===== config.mk =====
export PLATFORM = sky130hd
export DESIGN_NAME = pls_div
export DESIGN_NICKNAME = d
export VERILOG_FILES = /design/src/rtl/png_scanline_unfilter_unpremultiply_top_macros.svh /design/src/rtl/pls_pkg.sv /design/src/rtl/pls_div.sv
export SDC_FILE = /design/constraint.sdc
export NUM_CORES = 1
export LEC_CHECK = 0
export ABC_AREA = 0
export ABC_CLOCK_PERIOD_IN_PS = 5200
export BUFFER_PORTS_ARGS = -buffer_cell sky130_fd_sc_hd__buf_2
export CAP_MARGIN = 20
export CORE_ASPECT_RATIO = 1.5
export CORE_MARGIN = 2
export CORE_UTILIZATION = 60
export CTS_BUF_LIST = sky130_fd_sc_hd__clkbuf_8
export DETAILED_ROUTE_END_ITERATION = 10
export PLACE_DENSITY = 0.91
export SLEW_MARGIN = 20
export SYNTH_ARGS = -nofsm -noshare
export SYNTH_HDL_FRONTEND = slang
export SYNTH_SLANG_ARGS = --single-unit

===== constraint.sdc =====
create_clock -name clk -period 5.2 [get_ports clk]
set_clock_uncertainty 0.15 [all_clocks]
set_input_delay 0 -clock clk [delete_from_list [all_inputs] [get_ports clk]]
set_output_delay 0 -clock clk [all_outputs]
set_load 0.01 [all_outputs]

===== src/rtl/png_scanline_unfilter_unpremultiply_top_macros.svh =====
// Assertion macros shared by the filter reconstruction block.
`ifndef PNG_SCANLINE_UNFILTER_UNPREMULTIPLY_TOP_MACROS_SVH
`define PNG_SCANLINE_UNFILTER_UNPREMULTIPLY_TOP_MACROS_SVH

// antecedent holds -> consequent holds in the same cycle
`define PLS_ASSERT_SAME(label, clk, rst_n, ante, cons, msg) \
	label: assert property (@(posedge clk) disable iff (!rst_n) (ante) |-> (cons)) \
		else $error(msg);

// antecedent holds -> consequent holds in the next cycle
`define PLS_ASSERT_NEXT(label, clk, rst_n, ante, cons, msg) \
	label: assert property (@(posedge clk) disable iff (!rst_n) (ante) |=> (cons)) \
		else $error(msg);

`endif


===== src/rtl/pls_pkg.sv =====
// Shared constants and helpers for the scanline reconstruction block.
package pls_pkg;
	localparam int MAX_WIDTH  = 4096;
	localparam int LINE_DEPTH = MAX_WIDTH * 4;
	localparam int ADDR_W     = $clog2(LINE_DEPTH);
	localparam int COL_W      = ADDR_W + 1;
	localparam int WIDTH_W    = 13;
	localparam int HEIGHT_W   = 16;
	localparam int CFG_DATA_W = 16;
	localparam int CFG_IDX_W  = 2;
	localparam int NUM_W      = 16;
	localparam int DIV_STEPS  = NUM_W;
	localparam int DIV_CNT_W  = $clog2(DIV_STEPS);
	localparam logic [WIDTH_W+HEIGHT_W-1:0] PIXEL_LIMIT = 29'h4000000;

	localparam logic [CFG_IDX_W-1:0] REG_WIDTH  = 2'd0;
	localparam logic [CFG_IDX_W-1:0] REG_HEIGHT = 2'd1;

	localparam logic [2:0] FILT_NONE  = 3'd0;
	localparam logic [2:0] FILT_SUB   = 3'd1;
	localparam logic [2:0] FILT_UP    = 3'd2;
	localparam logic [2:0] FILT_AVG   = 3'd3;
	localparam logic [2:0] FILT_PAETH = 3'd4;
	localparam logic [7:0] FILT_MAX   = 8'd4;

	typedef logic [7:0] byte_t;

	typedef struct packed {
		byte_t red;
		byte_t green;
		byte_t blue;
		byte_t alpha;
		logic  last_in_row;
		logic  last_in_image;
		logic  bad_filter;
	} pixel_t;

	function automatic byte_t paeth(input byte_t a, input byte_t b, input byte_t c);
		logic signed [9:0] pa, pb, pc;
		pa = $signed({2'b00, b}) - $signed({2'b00, c});
		pb = $signed({2'b00, a}) - $signed({2'b00, c});
		pc = $signed({2'b00, a}) + $signed({2'b00, b}) - $signed({1'b0, c, 1'b0});
		if (pa < 0) pa = -pa;
		if (pb < 0) pb = -pb;
		if (pc < 0) pc = -pc;
		if (pa <= pb && pa <= pc) return a;
		if (pb <= pc) return b;
		return c;
	endfunction
endpackage


===== src/rtl/pls_div.sv =====
// Restoring divider, one quotient bit per cycle; low 8 quotient bits out.
module pls_div (
	input  logic                     clk,
	input  logic                     arst_n,
	input  logic                     start,
	input  logic [pls_pkg::NUM_W-1:0] num,
	input  logic [7:0]               den,
	output logic                     done,
	output logic [7:0]               quo
);
	import pls_pkg::*;

	logic [7:0]           rem_q;
	logic [NUM_W-1:0]     num_q;
	logic [7:0]           den_q;
	logic [DIV_CNT_W-1:0] cnt_q;
	logic                 busy_q;
	logic [8:0]           trial;
	logic                 fits;

	assign trial = {rem_q, num_q[NUM_W-1]};
	assign fits  = trial >= {1'b0, den_q};
	assign quo   = num_q[7:0];

	always_ff @(posedge clk or negedge arst_n) begin
		if (!arst_n) begin
			busy_q <= 1'b0;
			done   <= 1'b0;
			cnt_q  <= '0;
		end else begin
			done <= 1'b0;
			if (start) begin
				busy_q <= 1'b1;
				cnt_q  <= '0;
			end else if (busy_q) begin
				cnt_q <= cnt_q + 1'b1;
				if (cnt_q == DIV_CNT_W'(DIV_STEPS - 1)) begin
					busy_q <= 1'b0;
					done   <= 1'b1;
				end
			end
		end
	end

	always_ff @(posedge clk) begin
		if (start) begin
			rem_q <= '0;
			num_q <= num;
			den_q <= den;
		end else if (busy_q) begin
			// remainder stays below den, so 8 bits hold it
			rem_q <= fits ? 8'(trial - {1'b0, den_q}) : trial[7:0];
			num_q <= {num_q[NUM_W-2:0], fits};
		end
	end
endmodule


==> impl_metrics.json, run 1 <==
{
  "combPwrFrac_pct": 36.5,
  "synth.area.top_cells": "edfxtp_1 (36%), mux2_2 (9.0%), dfxtp_1 (8.0%)",
  "tightest_slew_ps": 750,
  "drtAntennaViolNets": 0,
  "cap_violations": 0,
  "synth_area_leader_cell": "edfxtp_1",
  "crit_chain": "inv_1 > ha_1 > nor2b_1 > o21ai_1 > a21o_4 > mux2_4 > a211oi_2",
  "grt_usage_pct": 33.8,
  "ys_types": 41,
  "cts_made_buffers": 5,
  "grt_util_met3_pct": 6.75,
  "synth_top_area_share_pct": 35.9,
  "cpMaxStageDelayCell": "edfxtp_1",
  "gp_congestion": 0.832,
  "syn_inst": 169,
  "crit_path_end_kind": "register",
  "grt_max_degree": 36,
  "clock_path_buffers": 2,
  "rsz0062_at_grt": "no",
  "synth_seq_cells": 38,
  "syn2layout_area_growth_pct": 25.3,
  "first_global_vias": 1749,
  "synth_edf_count": 24,
  "diodes": 0,
  "syn_area_um2": 2010,
  "met2_usage_pct": 59.9,
  "required_ps": 5260,
  "die_h_um": 74.9,
  "dp_hpwl_um": 2740,
  "ios": 36,
  "gr-usage-met1_pct": 37.4,
  "p_per_area_nw_per_um2": 424,
  "drive_above_1_share_pct": 30.2,
  "firstDrtPassIters": 5,
  "synth-warning-count": 0,
  "drv_slew": 0,
  "htreeDepth": 2,
  "slew_headroom_pct": 50.0,
  "finalNetCount": 261,
  "crit_arrival_ps": 2370,
  "wl_um": 5670,
  "root_buffer": "clkbuf_8",
  "path_class": "register to register",
  "grt_pass1_wl_um": 9060,
  "hold_viol_final": 0,
  "holdCritPathClass": "input pin to register",
  "rows": 25,
  "period_minus_slack_ps": 2320,
  "fillers": 173,
  "fmax_mhz": 432,
  "clkSinkCount": 38,
  "p_int_mw": 0.703,
  "ys_seq_area_share_pct": 51.3,
  "clk_pin_slew_worst_paths_ps": 80,
  "wire_per_inst_um": 21.4,
  "worstPathMaxFanout": 12,
  "start_util_pct": 63.0,
  "cp_slowest_stage_delay_ps": 400,
  "synthFlopType": "edfxtp_1",
  "cts_tree": "done",
  "routed-via-count": 1629,
  "timing.final.crit_share_pct": 44.6,
  "placed_cell_area_um2": 2140,
  "power_leakage_nw": 1.09,
  "grt_antenna_before_repair": 0,
  "pwr-share-seq_pct": 38.8,
  "busiest_layer": "met2",
  "swShare_pct": 34.2,
  "start_kind": "register",
  "p_switching_mw": 0.366,
  "insertion_delay_ps": 300,
  "seq_area_um2": 1030,
  "final_util_pct": 78.9,
  "grt-ovfl-total": 0,
  "p_total_mw": 1.07,
  "synth_nets": 206,
  "tns_ps": 0,
  "portBuffers": 35,
  "vias_per_cell": 6.15,
  "multi_input_area_um2": 841,
  "final_area_um2": 2520,
  "core-area_um2": 3190,
  "ir_drop_uv": 293,
  "die_area_um2": 3840,
  "die_x_um": 51.3,
  "syn_area_per_cell_um2": 11.9,
  "drc_errors": 0,
  "clock_power_share_pct": 24.7,
  "cts_resized": 0,
  "outcome": "finished, final reports clean",
  "setup_viol": 0,
  "async_flop_share_pct": 15.8,
  "drtIter0Drc": 161
}
[routing by layer]
| metal | part of all wire (%) | vias to the layer above |
|---|---|---|
| met3 | 6.6 | 34 |
| met1 | 36 | 776 |
| met5 | 0 | - |
| met4 | 5.2 | 0 |
| li1 | - | 702 |
| met2 | 53 | 117 |
[synth_stat cells, types with 2 or more instances]
| master | n |
|---|---|
| edfxtp_1 | 24 |
| nor2_1 | 17 |
| buf_2 | 2 |
| nor2b_1 | 3 |
| a211oi_2 | 2 |
| buf_4 | 8 |
| a21oi_2 | 2 |
| dfrtp_1 | 6 |
| o21ai_1 | 4 |
| buf_1 | 2 |
| nand3_1 | 2 |
| ha_1 | 9 |
| a31o_1 | 2 |
| xnor2_1 | 4 |
| nand2_1 | 11 |
| mux2_2 | 16 |
| inv_1 | 12 |
| xor2_1 | 4 |
| dfxtp_1 | 8 |
| a21oi_1 | 4 |
| mux2i_1 | 5 |
| nand2b_1 | 3 |
[path summary, 6_finish.rpt]
check	start	depth (start not counted)	to	slack, ps
max	num_q[15]	7	rem_q[0]	2880
min	start	2	cnt_q[1]	140
max reg2reg	num_q[15]	7	rem_q[0]	2880
min reg2reg	rem_q[3]	2	rem_q[3]	360
max in group asynchronous	arst_n	3	cnt_q[3]	4190
min in group asynchronous	arst_n	3	cnt_q[1]	500
[logic make-up after synthesis]
logic type / Yosys count / share of synthesized area, %
AOI/OAI and AO/OA: 24 / 9.65
xor gates and xnor gates: 8 / 3.49
buffers and inverters: 25 / 6.85
and+or+nand+nor: 42 / 9.90
muxes: 22 / 12.2
adders and majority gates: 10 / 6.60
DFF: 38 / 51.3
[state kept, by name (all words and copies together), names as in the netlist]
signal / cells
num_q: 16
done: 1
busy_q: 1
den_q: 8
cnt_q: 4
rem_q: 8
[worst max-delay path, delay by kind of cell, from the launching register on]
family,cells,cell delay [ps]
AO/OA/AOI/OAI,3,700
adder cells (fa/ha/maj),1,230
buffers and inverters,1,110
flip-flops,1,400
multiplexers,1,330
AND/OR/NAND/NOR,1,290
[area by class of cell]
cell class	instances	share of cell area (%)
Clock buffer	6	3.28
Tap cell	40	1.99
Sequential cell	38	40.9
Timing Repair Buffer	61	17.3
Clock inverter	2	1.34
Multi-Input combinational cell	106	33.4
Inverter	12	1.79
[repair_timing]
item | in CTS | in global routing
hold buffers | 26 | 0
buffers inserted | 0 | 0
hold endpoints to repair | 30 | 0
[metrics by stage]
| step | instances | worst slack (ps) | hold slack, ps |
|---|---|---|---|
| detailed placement | 231 | 3180 | -323 |
| global placement | 231 | 3190 | -330 |
| CTS | 265 | 3120 | 121 |
| floorplan | 169 | 3270 | -446 |
| finish | 265 | 2880 | 141 |
| global route | 265 | 2830 | 165 |
[layout by cell type (no fill, tap or decap), types with 2 or more instances in the layout]
master         count
nand2_1           11
a21oi_2            2
a31o_1             2
nand2b_1           3
mux2i_1            5
dfxtp_1            8
xor2_1             4
clkbuf_8           6
nor2_1            17
inv_1             13
ha_1               9
nor2b_1            3
mux2_2            16
nand3_1            2
buf_2             35
dlygate4sd3_1     26
a211oi_2           2
edfxtp_1          24
a21oi_1            4
xnor2_1            4
dfrtp_1            6
o21ai_1            4
[power by group through the flow]
stage	clock (mW)	combinational, mW	sequential, mW
after CTS	0.257	0.358	0.408
after floorplan	0	0.296	0.400
after global placement	0	0.318	0.411
final	0.264	0.390	0.414
after detailed placement	0	0.339	0.412
after global routing	0.273	0.424	0.415
(Power assumes the default switching activity.)
==> run 2: changes to the inputs <==
--- a/config.mk
+++ b/config.mk
@@ -6,15 +6,15 @@
 export NUM_CORES = 1
 export LEC_CHECK = 0
 export ABC_AREA = 0
-export ABC_CLOCK_PERIOD_IN_PS = 5200
+export ABC_CLOCK_PERIOD_IN_PS = 2200
 export BUFFER_PORTS_ARGS = -buffer_cell sky130_fd_sc_hd__buf_2
 export CAP_MARGIN = 20
 export CORE_ASPECT_RATIO = 1.5
 export CORE_MARGIN = 2
-export CORE_UTILIZATION = 60
+export CORE_UTILIZATION = 57
 export CTS_BUF_LIST = sky130_fd_sc_hd__clkbuf_8
 export DETAILED_ROUTE_END_ITERATION = 10
-export PLACE_DENSITY = 0.91
+export PLACE_DENSITY = 0.87
 export SLEW_MARGIN = 20
 export SYNTH_ARGS = -nofsm -noshare
 export SYNTH_HDL_FRONTEND = slang
==> constraint.sdc (replaced) <==
create_clock -name clk -period 2.2 [get_ports clk]
set_clock_uncertainty 0.15 [all_clocks]
set_input_delay 0 -clock clk [delete_from_list [all_inputs] [get_ports clk]]
set_output_delay 0 -clock clk [all_outputs]
set_load 0.01 [all_outputs]
==> impl_metrics.json, run 2 (synthesis gave the netlist of run 1 again) <==
{
  "outcome": "finished, final reports clean",
  "vias_per_cell": 5.64,
  "routed-via-count": 1522,
  "final_common_cell": "buf_2",
  "grt_antenna_before_repair": 0,
  "syn2layout_area_growth_pct": 25.9,
  "first_global_vias": 1664,
  "regToRegEndpoint": "rem_q[0]",
  "worstPathMaxFanout": 12,
  "whs_path_depth": 2,
  "final_util_pct": 74.8,
  "die_h_um": 76.7,
  "start_util_pct": 59.4,
  "finalNetCount": 264,
  "crit_chain": "inv_1 > ha_1 > nand3_2 > nor2_1 > a21o_4 > mux2_4 > a211oi_2",
  "grt_usage_pct": 26.6,
  "rows": 26,
  "cts_made_buffers": 5,
  "insertion_delay_ps": 290,
  "timing.final.crit_share_pct": 94.5,
  "min_from": "den[6]",
  "rr_startpoint": "den_q[5]",
  "clkSinkCount": 38,
  "gp_congestion": 0.981,
  "root_buffer": "clkbuf_8",
  "wl_um": 4640,
  "crit_path_start": "den_q[5]",
  "r2r_setup_slack_ps": 120,
  "portBuffers": 35,
  "crit_path_end_kind": "register",
  "cts_tree": "done",
  "cpMaxStageDelayCell": "ha_1",
  "tightest_slew_ps": 602,
  "dp_hpwl_um": 2800,
  "grt-ovfl-total": 0,
  "layout_setup_ws_ps": 121,
  "htreeDepth": 2,
  "required_ps": 2270,
  "crit_arrival_ps": 2150,
  "hold_viol_final": 0,
  "drive_above_1_share_pct": 32.0,
  "firstDrtPassIters": 4,
  "multi_input_area_um2": 847,
  "drtIter0Drc": 52,
  "die_x_um": 52.5,
  "clock_path_buffers": 2,
  "ios": 36,
  "path_class": "register to register",
  "die_area_um2": 4030,
  "slew_headroom_pct": 59.8,
  "grt_pass1_wl_um": 7760,
  "final_cell_mix": "buf_2 (35), dlygate4sd3_1 (27), edfxtp_1 (24), nor2_1 (17), mux2_2 (16)",
  "reg2reg_depth": 7,
  "p_per_area_nw_per_um2": 930,
  "tns_ps": 0,
  "drv_slew": 0,
  "top_register": "num_q",
  "wire_per_inst_um": 17.2,
  "power_leakage_nw": 1.10,
  "clk_pin_slew_worst_paths_ps": 80,
  "grt_max_degree": 35,
  "rsz0062_at_grt": "no",
  "drc_errors": 0,
  "period_minus_slack_ps": 2080,
  "core-area_um2": 3380,
  "fillers": 207,
  "largest_register_ffs": 16,
  "hold-worst-slack_ps": 268,
  "ir_drop_uv": 815,
  "start_kind": "register",
  "seq_area_um2": 1030,
  "setup_viol": 0,
  "diodes": 0,
  "cap_violations": 0,
  "cp_slowest_stage_delay_ps": 390,
  "biggestRegsByFlops": "num_q (16), den_q (8), rem_q (8)",
  "drtAntennaViolNets": 0,
  "fmax_mhz": 481,
  "holdCritPathClass": "input pin to register",
  "crit_end": "rem_q[0]",
  "pre_cts_slack_ps": 181
}
run 2: cell count changes in the layout (fill, tap and decap cells not counted):
| cell | delta |
|---|---|
| a21oi_1 | -1 |
| inv_4 | +1 |
| a21oi_2 | +1 |
| dlygate4sd3_1 | +1 |
| fa_2 | +1 |
| clkinv_2 | +1 |
| fa_1 | -1 |
| bufinv_16 | -1 |
| buf_4 | +2 |
| inv_1 | -1 |
run 2: report_power, final:
part           switching [mW]  internal [mW]
combinational           0.463          0.411
sequential             0.0838          0.883
clock                   0.260          0.253
run 2: worst min path at each step:
stage	to	slack, ps
4_1_cts	den_q[1]	270
5_1_grt	den_q[6]	270
2_1_floorplan	busy_q	-450
6_report	den_q[6]	270
3_3_place_gp	cnt_q[0]	-330
3_5_place_dp	cnt_q[3]	-320
run 2: repair_timing:
item	in CTS	in global routing
gates resized for setup	0	2
hold endpoints to repair	33	0
hold buffers	27	0
setup buffers	0	0
endpoints found under the setup margin	0	2
run 2: metal layers:
| metal | vias up | part of all wire [%] | GRT usage (%) |
|---|---|---|---|
| met4 | 0 | 4.5 | 14.6 |
| met2 | 58 | 55 | 46.6 |
| met5 | - | 0 | 0 |
| met3 | 17 | 4.8 | 6.03 |
| met1 | 739 | 35 | 28.0 |
| li1 | 708 | - | - |
run 2: worst max-delay path, delay by kind of cell (launching register included):
family          cells  cell delay (ps)
flops               1              330
mux                 1              320
simple gates        2              320
buf+inv             1               50
compound gates      2              440
fa+ha+maj           1              390
run 2: final cells by class:
type,instances,area share (%)
clock buffers,6,3.26
clock inverters,2,0.445
inverters,12,1.78
multi-input cells,106,33.5
flip-flops and latches,38,40.8
well taps,42,2.08
repair buffers,64,18.2
run 2: stage by stage:
stage                     instance area, um2  power (mW)  instances
final                                   2530        2.35        270
after global routing                    2530        2.46        270
after CTS                               2520        2.31        270
after global placement                  2160        1.73        235
after detailed placement                2160        1.77        235
after floorplan                         2010        1.65        169
==> run 3: changes to the inputs <==
--- a/config.mk
+++ b/config.mk
@@ -7,14 +7,15 @@
 export LEC_CHECK = 0
 export ABC_AREA = 0
 export ABC_CLOCK_PERIOD_IN_PS = 2200
-export BUFFER_PORTS_ARGS = -buffer_cell sky130_fd_sc_hd__buf_2
 export CAP_MARGIN = 20
 export CORE_ASPECT_RATIO = 1.5
 export CORE_MARGIN = 2
-export CORE_UTILIZATION = 57
+export CORE_UTILIZATION = 60
 export CTS_BUF_LIST = sky130_fd_sc_hd__clkbuf_8
 export DETAILED_ROUTE_END_ITERATION = 10
-export PLACE_DENSITY = 0.87
+export DONT_BUFFER_PORTS = 1
+export PLACE_DENSITY = 0.82
+export RECOVER_POWER = 100
 export SLEW_MARGIN = 20
 export SYNTH_ARGS = -nofsm -noshare
 export SYNTH_HDL_FRONTEND = slang
==> impl_metrics.json, run 3 (synthesis gave the netlist of run 1 again) <==
{
  "required_ps": 2270,
  "cts_tree": "done",
  "crit_arrival_ps": 2170,
  "rsz0062_at_grt": "no",
  "power_leakage_nw": 0.948,
  "tightest_slew_ps": 592,
  "start_kind": "register",
  "die_area_um2": 3840,
  "root_buffer": "clkbuf_8",
  "worstPathMaxFanout": 12,
  "cts_made_buffers": 5,
  "die_x_um": 51.3,
  "routed-via-count": 1357,
  "p_switching_mw": 0.753,
  "rows": 25,
  "start_util_pct": 63.0,
  "grt_antenna_before_repair": 0,
  "cts_setup_buffers": 0,
  "clkSinkCount": 38,
  "top_register": "num_q",
  "combPwrFrac_pct": 35.5,
  "whs_path_depth": 1,
  "drv_slew": 0,
  "hold_viol_final": 0,
  "min_from": "den[6]",
  "rr_startpoint": "rem_q[3]",
  "drc_errors": 0,
  "firstDrtPassIters": 4,
  "syn2layout_area_growth_pct": 16.5,
  "path_class": "register to register",
  "grt_max_degree": 36,
  "slew_headroom_pct": 60.5,
  "gp_congestion": 0.827,
  "fillers": 209,
  "drive_above_1_share_pct": 17.1,
  "cap_violations": 0,
  "reg2reg_depth": 6,
  "setup_viol": 0,
  "crit_path_end_kind": "register",
  "drtIter0Drc": 65,
  "ir_drop_uv": 656,
  "dp_hpwl_um": 2300,
  "outcome": "finished, final reports clean",
  "swShare_pct": 33.8,
  "timing.final.crit_share_pct": 95.3,
  "largest_register_ffs": 16,
  "finalNetCount": 229,
  "final_util_pct": 73.4,
  "p_int_mw": 1.48,
  "clock_path_buffers": 2,
  "grt-ovfl-total": 0,
  "drtAntennaViolNets": 0,
  "tns_ps": 0,
  "crit_path_start": "rem_q[3]",
  "hold-worst-slack_ps": 176,
  "biggestRegsByFlops": "num_q (16), den_q (8), rem_q (8)",
  "portBuffers": 0,
  "grt_usage_pct": 25.0,
  "ios": 36,
  "vias_per_cell": 5.82,
  "clock_power_share_pct": 20.4,
  "final_cell_mix": "dlygate4sd3_1 (27), edfxtp_1 (24), nor2_1 (17), mux2_2 (15), inv_1 (13)",
  "diodes": 0,
  "fmax_mhz": 477,
  "die_h_um": 74.9,
  "htreeDepth": 2,
  "insertion_delay_ps": 300,
  "clk_pin_slew_worst_paths_ps": 70,
  "core-area_um2": 3190,
  "wire_per_inst_um": 17.7,
  "p_per_area_nw_per_um2": 952,
  "pwr-share-seq_pct": 44.1,
  "grt_pass1_wl_um": 6690,
  "first_global_vias": 1459,
  "period_minus_slack_ps": 2100,
  "final_common_cell": "dlygate4sd3_1",
  "holdCritPathClass": "input pin to register",
  "wl_um": 4130
}
[run 3: repair_timing]
action                                 in CTS  in global routing
endpoints found under the hold margin      52                  0
gates resized for setup                     0                  2
hold buffers                               28                  0
setup endpoints to repair                   0                  2
[run 3: worst paths after layout]
check                      endpoint  slack (ps)
min                        den_q[6]         180
min reg2reg                rem_q[3]         350
min in group asynchronous  cnt_q[1]         420
max                        rem_q[0]         100
max in group asynchronous  cnt_q[2]        1270
max reg2reg                rem_q[0]         100
[run 3: power groups by stage]
| stage | Clock, mW | Sequential, mW | Combinational [mW] |
|---|---|---|---|
| 2_1_floorplan | 0 | 0.946 | 0.701 |
| 3_3_place_gp | 0 | 0.990 | 0.688 |
| 3_5_place_dp | 0 | 0.991 | 0.705 |
| 4_1_cts | 0.460 | 0.977 | 0.763 |
| 5_1_grt | 0.484 | 0.995 | 0.866 |
| 6_report | 0.455 | 0.984 | 0.791 |
[run 3: metal layers]
| metal | wire, um | vias up | GRT usage [%] |
|---|---|---|---|
| li1 | - | 634 | - |
| met1 | 1510 | 637 | 26.0 |
| met2 | 2150 | 67 | 42.1 |
| met3 | 265 | 19 | 9.13 |
| met4 | 201 | 0 | 16.7 |
| met5 | 0 | - | 0 |
[run 3: cell type report]
type                       instances  area, um2  area share [%]
multi-input combinational        106        840            35.9
tap                               40       50.0            2.14
timing repair buffer              29        294            12.6
inverter                          12       45.0            1.92
sequential                        38       1030            44.0
clock inverter                     3       12.5           0.534
clock buffer                       5       68.8            2.94
[run 3: worst max-delay path: stages (launching register included)]
cell and delay (ps):
dfxtp_1 340, ha_1 390, a21oi_2 220, o221ai_1 140
a21o_4 270, mux2_4 310, a211oi_2 200
[run 3: stage by stage]
stage                     instance area, um2  instances  power [mW]  setup WS (ps)
after floorplan                         2010        169        1.65            274
after global placement                  1970        197        1.68            224
after detailed placement                1970        197        1.70            173
after CTS                               2350        233        2.20            161
after global routing                    2340        233        2.34           16.9
final                                   2340        233        2.23            103
